==> src/hdl/owrs_pkg.sv <==
package owrs_pkg;

   // Fixed field widths
   localparam int CODE_BITS   = 64;
   localparam int POS_W       = 7;
   localparam int CNT_W       = 4;
   localparam int SLOT_W      = 3;
   localparam int CMD_W       = 8;
   localparam int CSR_IDX_W   = 1;
   localparam int CSR_DATA_W  = 8;

   // Defaults
   localparam int DEF_MAX_DEVICES        = 8;
   localparam logic [7:0] RST_SEARCH_CMD = 8'd240;
   localparam logic [3:0] RST_MAX_DEV    = 4'd8;

   // Register indexes
   localparam logic [CSR_IDX_W-1:0] CSR_SEARCH_CMD = 1'b0;
   localparam logic [CSR_IDX_W-1:0] CSR_MAX_DEV    = 1'b1;

   // Request operations
   typedef enum logic [1:0] {
      OP_START    = 2'd0,
      OP_PRESENCE = 2'd1,
      OP_BIT_PAIR = 2'd2,
      OP_READ     = 2'd3
   } op_type;

   // Response actions
   typedef enum logic [2:0] {
      ACT_RESET = 3'd0,
      ACT_CMD   = 3'd1,
      ACT_BIT   = 3'd2,
      ACT_FOUND = 3'd3,
      ACT_DONE  = 3'd4,
      ACT_ENTRY = 3'd5
   } action_type;

endpackage

==> src/hdl/one_wire_rom_search_top.sv <==
// Channel   Ports                                         Handshake
// request   req_operation/presence/bit_true/               start && !busy
//           bit_complement/entry_index
// response  rsp_action/tx_byte/tx_bit/rom_code/            rsp_strobe, one cycle
//           device_index/device_count/last_of_run
// csr       csr_we, csr_index, csr_wdata                   csr_we, no wait
//
// An item that fits the phase gives its first response in the cycle after
// it is taken. The 64th bit pair gives three responses (bit, found, then
// reset or done), with busy high while the last two are pending, set by the
// single response port. A read returns the table entry via the memory read port.
// Reset is synchronous and clears control state and the table valid bits, so
// the table reads zero at once; no clearing pass. The receiver cannot stall.
module one_wire_rom_search_top #(
   parameter int MAX_DEVICES = owrs_pkg::DEF_MAX_DEVICES
) (
   input  logic                              clock,
   input  logic                              reset,
   input  logic                              start,
   output logic                              busy,
   input  logic [1:0]                        req_operation,
   input  logic                              req_presence,
   input  logic                              req_bit_true,
   input  logic                              req_bit_complement,
   input  logic [owrs_pkg::SLOT_W-1:0]       req_entry_index,
   output logic                              rsp_strobe,
   output logic [2:0]                        rsp_action,
   output logic [owrs_pkg::CMD_W-1:0]        rsp_tx_byte,
   output logic                              rsp_tx_bit,
   output logic [owrs_pkg::CODE_BITS-1:0]    rsp_rom_code,
   output logic [owrs_pkg::SLOT_W-1:0]       rsp_device_index,
   output logic [owrs_pkg::CNT_W-1:0]        rsp_device_count,
   output logic                              rsp_last_of_run,
   input  logic                              csr_we,
   input  logic [owrs_pkg::CSR_IDX_W-1:0]    csr_index,
   input  logic [owrs_pkg::CSR_DATA_W-1:0]   csr_wdata
);
   import owrs_pkg::*;

   localparam int IDX_W = (MAX_DEVICES > 1) ? $clog2(MAX_DEVICES) : 1;
   localparam logic [POS_W-1:0] LAST_POS = POS_W'(CODE_BITS);
   localparam logic [POS_W-1:0] MAX_DEV7 = POS_W'(MAX_DEVICES);

   typedef enum logic [1:0] {PH_IDLE, PH_PRES, PH_BITS} phase_type;
   typedef enum logic [1:0] {SQ_RUN, SQ_FOUND, SQ_TAIL} seq_type;

   // Control and search state
   phase_type                  phase_ff, phase_in;
   seq_type                    seq_ff, seq_in;
   logic [CMD_W-1:0]           cmd_ff, cmd_in;
   logic [CNT_W-1:0]           maxdev_ff, maxdev_in;
   logic [CNT_W-1:0]           found_ff, found_in;
   logic [POS_W-1:0]           ld_ff, ld_in;
   logic [POS_W-1:0]           pd_ff, pd_in;
   logic [POS_W-1:0]           pos_ff, pos_in;
   logic [CODE_BITS-1:0]       acc_ff, acc_in;
   logic [MAX_DEVICES-1:0]     vld_ff, vld_in;
   logic                       tail_done_ff, tail_done_in;
   logic                       rd_vld_ff, rd_vld_in;

   // Response registers
   logic                       rsp_strobe_ff, rsp_strobe_in;
   action_type                 rsp_action_ff, rsp_action_in;
   logic [CMD_W-1:0]           rsp_tx_byte_ff, rsp_tx_byte_in;
   logic                       rsp_tx_bit_ff, rsp_tx_bit_in;
   logic [CODE_BITS-1:0]       rsp_code_ff, rsp_code_in;
   logic                       rsp_from_mem_ff, rsp_from_mem_in;
   logic [SLOT_W-1:0]          rsp_index_ff, rsp_index_in;
   logic [CNT_W-1:0]           rsp_count_ff, rsp_count_in;
   logic                       rsp_last_ff, rsp_last_in;

   // Code table memory
   logic [CODE_BITS-1:0]       mem [MAX_DEVICES];
   logic [CODE_BITS-1:0]       mem_q;
   logic                       mem_we;
   logic [IDX_W-1:0]           mem_waddr;
   logic [IDX_W-1:0]           mem_raddr;

   // Decode helpers
   logic                       accept;
   logic [POS_W-1:0]           limit;
   logic [POS_W-1:0]           entry7;
   logic [POS_W-1:0]           slot7;
   logic [POS_W-1:0]           found_next7;
   logic [5:0]                 bit_sel;
   logic                       chosen;

   assign accept      = start && !busy;
   assign busy        = (seq_ff != SQ_RUN);
   assign limit       = (POS_W'(maxdev_ff) < MAX_DEV7) ? POS_W'(maxdev_ff) : MAX_DEV7;
   assign entry7      = POS_W'(req_entry_index);
   assign slot7       = POS_W'(found_ff);
   assign found_next7 = POS_W'(found_ff) + POS_W'(1);
   assign bit_sel     = 6'(pos_ff - POS_W'(1));
   assign mem_raddr   = entry7[IDX_W-1:0];
   assign mem_waddr   = slot7[IDX_W-1:0];

   // Conflict resolution; bits at and above the current position in the
   // accumulator still hold the previous device's code
   always_comb begin
      if (pos_ff < ld_ff) begin
         chosen = acc_ff[bit_sel];
      end else begin
         chosen = (pos_ff == ld_ff);
      end
      if (req_bit_true || req_bit_complement) begin
         chosen = req_bit_true;
      end
   end

   // Next-state logic
   always_comb begin
      phase_in        = phase_ff;
      seq_in          = seq_ff;
      cmd_in          = cmd_ff;
      maxdev_in       = maxdev_ff;
      found_in        = found_ff;
      ld_in           = ld_ff;
      pd_in           = pd_ff;
      pos_in          = pos_ff;
      acc_in          = acc_ff;
      vld_in          = vld_ff;
      tail_done_in    = tail_done_ff;
      rd_vld_in       = rd_vld_ff;
      mem_we          = 1'b0;
      rsp_strobe_in   = 1'b0;
      rsp_action_in   = ACT_RESET;
      rsp_tx_byte_in  = '0;
      rsp_tx_bit_in   = 1'b0;
      rsp_code_in     = '0;
      rsp_from_mem_in = 1'b0;
      rsp_index_in    = '0;
      rsp_count_in    = '0;
      rsp_last_in     = 1'b1;

      // Register writes
      if (csr_we) begin
         unique case (csr_index)
            CSR_SEARCH_CMD: cmd_in    = csr_wdata;
            CSR_MAX_DEV:    maxdev_in = csr_wdata[CNT_W-1:0];
            default: ;
         endcase
      end

      unique case (seq_ff)
         SQ_FOUND: begin
            rsp_strobe_in = 1'b1;
            rsp_action_in = ACT_FOUND;
            rsp_code_in   = acc_ff;
            rsp_index_in  = SLOT_W'(found_ff - CNT_W'(1));
            rsp_count_in  = found_ff;
            rsp_last_in   = 1'b0;
            seq_in        = SQ_TAIL;
         end
         SQ_TAIL: begin
            rsp_strobe_in = 1'b1;
            rsp_action_in = tail_done_ff ? ACT_DONE : ACT_RESET;
            rsp_count_in  = tail_done_ff ? found_ff : '0;
            seq_in        = SQ_RUN;
         end
         default: begin
            if (accept) begin
               unique case (op_type'(req_operation))
                  OP_START: begin
                     vld_in        = '0;
                     found_in      = '0;
                     ld_in         = '0;
                     pd_in         = '0;
                     pos_in        = POS_W'(1);
                     acc_in        = '0;
                     rsp_strobe_in = 1'b1;
                     if (limit == '0) begin
                        phase_in      = PH_IDLE;
                        rsp_action_in = ACT_DONE;
                     end else begin
                        phase_in      = PH_PRES;
                        rsp_action_in = ACT_RESET;
                     end
                  end
                  OP_PRESENCE: begin
                     if (phase_ff == PH_PRES) begin
                        rsp_strobe_in = 1'b1;
                        if (!req_presence) begin
                           phase_in      = PH_IDLE;
                           rsp_action_in = ACT_DONE;
                           rsp_count_in  = found_ff;
                        end else begin
                           phase_in       = PH_BITS;
                           pd_in          = '0;
                           pos_in         = POS_W'(1);
                           rsp_action_in  = ACT_CMD;
                           rsp_tx_byte_in = cmd_ff;
                        end
                     end
                  end
                  OP_BIT_PAIR: begin
                     if (phase_ff == PH_BITS) begin
                        rsp_strobe_in = 1'b1;
                        if (req_bit_true && req_bit_complement) begin
                           phase_in      = PH_IDLE;
                           rsp_action_in = ACT_DONE;
                           rsp_count_in  = found_ff;
                        end else begin
                           if (!req_bit_true && !req_bit_complement && !chosen) begin
                              pd_in = pos_ff;
                           end
                           acc_in[bit_sel] = chosen;
                           rsp_action_in   = ACT_BIT;
                           rsp_tx_bit_in   = chosen;
                           if (pos_ff == LAST_POS) begin
                              // Store the code while the table has room and queue found plus reset/done
                              mem_we      = (slot7 < MAX_DEV7);
                              for (int i = 0; i < MAX_DEVICES; i++) begin
                                 if (mem_we && mem_waddr == IDX_W'(i)) begin
                                    vld_in[i] = 1'b1;
                                 end
                              end
                              found_in     = found_ff + CNT_W'(1);
                              ld_in        = pd_in;
                              pos_in       = POS_W'(1);
                              tail_done_in = (pd_in == '0) || (found_next7 >= limit);
                              phase_in     = tail_done_in ? PH_IDLE : PH_PRES;
                              seq_in       = SQ_FOUND;
                              rsp_last_in  = 1'b0;
                           end else begin
                              pos_in = pos_ff + POS_W'(1);
                           end
                        end
                     end
                  end
                  default: begin
                     // Table read; data arrives from the memory next cycle
                     rd_vld_in = 1'b0;
                     for (int i = 0; i < MAX_DEVICES; i++) begin
                        if (entry7 < MAX_DEV7 && mem_raddr == IDX_W'(i) && vld_ff[i]) begin
                           rd_vld_in = 1'b1;
                        end
                     end
                     rsp_strobe_in   = 1'b1;
                     rsp_action_in   = ACT_ENTRY;
                     rsp_from_mem_in = 1'b1;
                     rsp_index_in    = req_entry_index;
                     rsp_count_in    = found_ff;
                  end
               endcase
            end
         end
      endcase
   end

   // State and response registers
   always_ff @(posedge clock) begin
      if (reset) begin
         phase_ff        <= PH_IDLE;
         seq_ff          <= SQ_RUN;
         cmd_ff          <= RST_SEARCH_CMD;
         maxdev_ff       <= RST_MAX_DEV;
         found_ff        <= '0;
         ld_ff           <= '0;
         pd_ff           <= '0;
         pos_ff          <= POS_W'(1);
         acc_ff          <= '0;
         vld_ff          <= '0;
         tail_done_ff    <= 1'b0;
         rd_vld_ff       <= 1'b0;
         rsp_strobe_ff   <= 1'b0;
         rsp_from_mem_ff <= 1'b0;
      end else begin
         phase_ff        <= phase_in;
         seq_ff          <= seq_in;
         cmd_ff          <= cmd_in;
         maxdev_ff       <= maxdev_in;
         found_ff        <= found_in;
         ld_ff           <= ld_in;
         pd_ff           <= pd_in;
         pos_ff          <= pos_in;
         acc_ff          <= acc_in;
         vld_ff          <= vld_in;
         tail_done_ff    <= tail_done_in;
         rd_vld_ff       <= rd_vld_in;
         rsp_strobe_ff   <= rsp_strobe_in;
         rsp_from_mem_ff <= rsp_from_mem_in;
      end
      rsp_action_ff  <= rsp_action_in;
      rsp_tx_byte_ff <= rsp_tx_byte_in;
      rsp_tx_bit_ff  <= rsp_tx_bit_in;
      rsp_code_ff    <= rsp_code_in;
      rsp_index_ff   <= rsp_index_in;
      rsp_count_ff   <= rsp_count_in;
      rsp_last_ff    <= rsp_last_in;
   end

   // Code table: one write port, one registered read port
   always_ff @(posedge clock) begin
      if (mem_we) begin
         mem[mem_waddr] <= acc_in;
      end
      mem_q <= mem[mem_raddr];
   end

   // Response ports
   assign rsp_strobe       = rsp_strobe_ff;
   assign rsp_action       = rsp_action_ff;
   assign rsp_tx_byte      = rsp_tx_byte_ff;
   assign rsp_tx_bit       = rsp_tx_bit_ff;
   assign rsp_rom_code     = rsp_from_mem_ff ? (rd_vld_ff ? mem_q : '0) : rsp_code_ff;
   assign rsp_device_index = rsp_index_ff;
   assign rsp_device_count = rsp_count_ff;
   assign rsp_last_of_run  = rsp_last_ff;

   // Checks
   a_found_follows: assert property (@(posedge clock) disable iff (reset)
      seq_ff == SQ_FOUND |=> rsp_strobe && rsp_action == ACT_FOUND)
      else $error("found response missing after last bit");

   a_found_not_last: assert property (@(posedge clock) disable iff (reset)
      rsp_strobe && rsp_action == ACT_FOUND |=> rsp_strobe && rsp_last_of_run)
      else $error("found response not followed by closing response");

   a_pos_range: assert property (@(posedge clock) disable iff (reset)
      pos_ff >= POS_W'(1) && pos_ff <= LAST_POS)
      else $error("bit position out of range");

   a_count_range: assert property (@(posedge clock) disable iff (reset)
      POS_W'(found_ff) <= MAX_DEV7)
      else $error("device count beyond table depth");

   a_busy_strobe: assert property (@(posedge clock) disable iff (reset)
      busy |=> rsp_strobe)
      else $error("busy cycle without pending response");

endmodule
==> config.mk <==
export PLATFORM = sky130hd
export DESIGN_NAME = one_wire_rom_search_top
export DESIGN_NICKNAME = d
export VERILOG_FILES = /design/src/hdl/owrs_pkg.sv /design/src/hdl/one_wire_rom_search_top.sv
export SDC_FILE = /design/constraint.sdc
export NUM_CORES = 1
export LEC_CHECK = 0
export ABC_CLOCK_PERIOD_IN_PS = 7190
export BUFFER_PORTS_ARGS = -buffer_cell sky130_fd_sc_hd__buf_2
export CORE_MARGIN = 4
export CORE_UTILIZATION = 49
export DETAILED_ROUTE_END_ITERATION = 6
export HOLD_SLACK_MARGIN = 0.15
export PLACE_DENSITY = 0.68
export SETUP_SLACK_MARGIN = 0.5
export SLEW_MARGIN = 20
export SYNTH_ARGS = -nofsm -noshare
export SYNTH_HDL_FRONTEND = slang
export SYNTH_SLANG_ARGS = --single-unit
==> constraint.sdc <==
create_clock -name clock -period 7.19 [get_ports clock]
set_input_delay 1.438 -clock clock [delete_from_list [all_inputs] [get_ports clock]]
set_output_delay 1.438 -clock clock [all_outputs]
set_load 0.005 [all_outputs]
==> results.toml <==
[layout]
drive_gt1_frac = 0.230
fill_cells = 4677
nets = 2171
area_delta_synth_final_pct = 13.5
layout_common_cells = "edfxtp_1, dfxtp_1, o21ai_0, mux4_2, nand2_1"
fin_util = 0.565
mostFrequentLayoutCell = "edfxtp_1"
n_antenna_cell = 0

[synthesis]
yosysSeqAreaShare = 0.686
synth.area.mux_share = 0.135
synth-xor-area-share = 0.00407
synth_top_family_by_area = "multiplexers"
synth_edf_count = 512
synth_compound_area_frac = 0.0729
synthCells = 2024
syn_area_per_cell_um2 = 14.9
synth_cell_types = 61
synthArstFlopShare = 0
synth_fa_ha_area_frac = 0.0112
syn-cell-area_mm2 = 0.0302
ys_warn_count = 0
yosys_register_bits = 777
syn_nets = 2072
synthFlopType = "edfxtp_1"
synth-simple-area-share = 0.0638

[drt]
drt-initial-drc-count = 1930
wl_per_cell_um = 25.4
ant_nets = 0
routed_via_density = 6.07
post-route-drc-count = 0
dr.pass1.iters = 7
finalWirelength_um = 75300
vias = 18000

[global_route]
grt_pass1_vias = 18000
grt_max_degree = 76
antenna_found_initial = 0
grt_pass1_wl_um = 114000
grt-ovfl-total = 0
grt_usage = 0.228

[setup_path]
reg2reg_depth = 10
critPathArrivalTime_ns = 5.82
r2r-start = "pos_ff[1]$_SDFFE_PP0P_"
rrSetupSlack_ns = 1.64
path_max_fanout = 13
critical_path_class = "flip-flop to flip-flop"
endpoint_kind = "flip-flop"
critPathLaunchType = "flip-flop"
critical_path_required_ns = 7.46
r2r_end = "mem[2][37]$_DFFE_PP_"

[cts]
clkSinkCount = 777
cts_made_buffers = 77
root_buffer = "clkbuf_16"
cts.htree.levels = 3
clkLatencyLatePin_ns = 0.61
post_cts_buffers = 0
cts_hold_repair.buffers = 0
clkSlewWorstSetupHoldPaths_ns = 0.06
cts.repair.resized = 0
clock_path_buffers = 3
cts_tree = "yes"

[floorplanning]
die_w_um = 256
die_area_mm2 = 0.0656
start_util = 0.498
die_y_um = 256
core-area_mm2 = 0.0606
row_count = 90
ios = 107

[min_path]
hold_depth = 1
whs_endpoint = "ld_ff[6]$_SDFFE_PP0P_"
worstHoldStart = "ld_ff[6]$_SDFFE_PP0P_"
hp-class = "flip-flop to flip-flop"

[sta]
min_period_over_period = 0.772
setup_viol = 0
rsz0062_at_grt = "false"
hold_violations = 0
fin_skew_ns = 0.0244
setup_tns_ns = 0
tightest_slew_ns = 1.07
fmax_ghz = 0.180
fin_crit_ns = 5.55
slew_viol_final = 0
max-slew-margin-rel = 0.279

[placement]
place.gp.congestion = 0.849
port_buffers = 106
dp_hpwl_um = 43500

[pwr]
peakVddDrop_mv = 0.187
power_density_mw_per_mm2 = 277
leakage_uw = 0.0106

[run_status]
status = "completed"

[run]
max-cap-violations = 0
## worst max path at each step
stage                                 to  depth (start not counted)                    from
detailed placement  mem[1][33]$_DFFE_PP_                         10  pos_ff[1]$_SDFFE_PP0P_
finish              mem[2][37]$_DFFE_PP_                         10  pos_ff[1]$_SDFFE_PP0P_
floorplan            mem[5][0]$_DFFE_PP_                          8        req_operation[0]
CTS                 mem[2][37]$_DFFE_PP_                         10  pos_ff[1]$_SDFFE_PP0P_
global placement    mem[2][34]$_DFFE_PP_                          8            req_bit_true
global route        mem[3][33]$_DFFE_PP_                         10  pos_ff[1]$_SDFFE_PP0P_
## layer usage
metal	share of wire	track usage	up-vias	routed length (um)
li1	-	-	7827	-
met1	0.40	0.316	9146	30400
met2	0.48	0.362	880	35800
met3	0.091	0.0516	160	6860
met4	0.030	0.0757	0	2280
met5	0	0	-	0
## registers in the layout, summed over array words and instances (netlist names), 7 cells and up
name,flops
mem_q,64
acc_ff,64
cmd_ff,8
pd_ff,7
pos_ff,7
ld_ff,7
rsp_code_ff,64
mem,512
vld_ff,8
rsp_tx_byte,8
## kinds of logic (layout without fill, tap and decap cells)
family | after synthesis | count (layout)
flip-flops | 777 | 777
AO/OA/AOI/OAI | 392 | 392
AND/OR/NAND/NOR | 384 | 384
multiplexers | 218 | 218
buffers and inverters | 212 | 375
adder cells (fa/ha/maj) | 27 | 27
XOR/XNOR | 14 | 14
## synthesized netlist by cell type (2+ instances only)
| library cell | count | area, um^2 |
|---|---|---|
| edfxtp_1 | 512 | 15400 |
| dfxtp_1 | 265 | 5310 |
| o21ai_0 | 199 | 996 |
| mux4_2 | 144 | 3240 |
| nand2_1 | 135 | 507 |
| a21oi_1 | 92 | 460 |
| inv_1 | 88 | 330 |
| clkbuf_1 | 82 | 308 |
| and2_1 | 76 | 475 |
| mux2_2 | 65 | 732 |
| nor2_1 | 53 | 199 |
| o22ai_1 | 43 | 269 |
| nor2b_1 | 37 | 231 |
| buf_1 | 32 | 120 |
| ha_1 | 27 | 338 |
| nand3_1 | 22 | 110 |
| a31oi_1 | 15 | 93.8 |
| nand2b_1 | 9 | 56.3 |
| nor3_1 | 9 | 45.0 |
| or3_1 | 9 | 56.3 |
| mux2i_1 | 8 | 80.1 |
| xor2_1 | 8 | 70.1 |
| buf_2 | 7 | 35.0 |
| nor4_1 | 6 | 37.5 |
| xnor2_1 | 6 | 52.6 |
| a211o_1 | 5 | 43.8 |
| nand4_1 | 5 | 31.3 |
| a21o_1 | 4 | 30.0 |
| a32o_1 | 4 | 40.0 |
| and3_1 | 4 | 25.0 |
| nor3b_1 | 4 | 30.0 |
| o21ai_1 | 4 | 20.0 |
| or2_2 | 4 | 25.0 |
| a21boi_0 | 3 | 22.5 |
| and4_1 | 3 | 26.3 |
| nand3b_1 | 3 | 22.5 |
| o21a_1 | 3 | 22.5 |
| a311oi_1 | 2 | 17.5 |
| buf_4 | 2 | 15.0 |
| o21bai_1 | 2 | 15.0 |
| o2bb2ai_1 | 2 | 17.5 |
| or4_1 | 2 | 15.0 |
## power breakdown
part	total (uW)	leakage [uW]	internal, uW	switching, uW
Sequential	4750	0.00608	4730	16.3
Combinational	653	0.00326	182	470
Clock	4090	0.00129	2430	1660
## worst max-delay path: stages, from the launching register on
cell and delay [ns]:
dfxtp_1 0.40, inv_1 0.13, ha_1 0.33, nor3b_1 0.37
xor2_1 0.53, nand4b_1 0.60, a21oi_1 0.45, nor2_1 0.13
a221oi_4 0.44, nand2_1 0.73, o21ai_0 1.09
## metrics by stage
step	setup slack, ns	hold slack, ns	total power [uW]	cells	instance area, um^2
finish	1.64	0.459	9490	2969	34200
floorplan	1.27	0.421	5260	2024	30200
detailed placement	1.85	0.439	5490	2826	31600
global route	1.29	0.478	9780	2969	34200
CTS	1.76	0.457	9530	2969	34200
global placement	1.19	0.430	5480	2825	31600
## cell type report
type,count,area (um^2),area share
flip-flops and latches,777,20700,0.604
inverters,89,334,0.00976
well taps,782,978,0.0286
repair buffers,143,837,0.0245
clock inverters,45,470,0.0138
multi-input cells,1035,8780,0.257
clock buffers,98,2130,0.0622
Power figures use the tool's default switching activity.
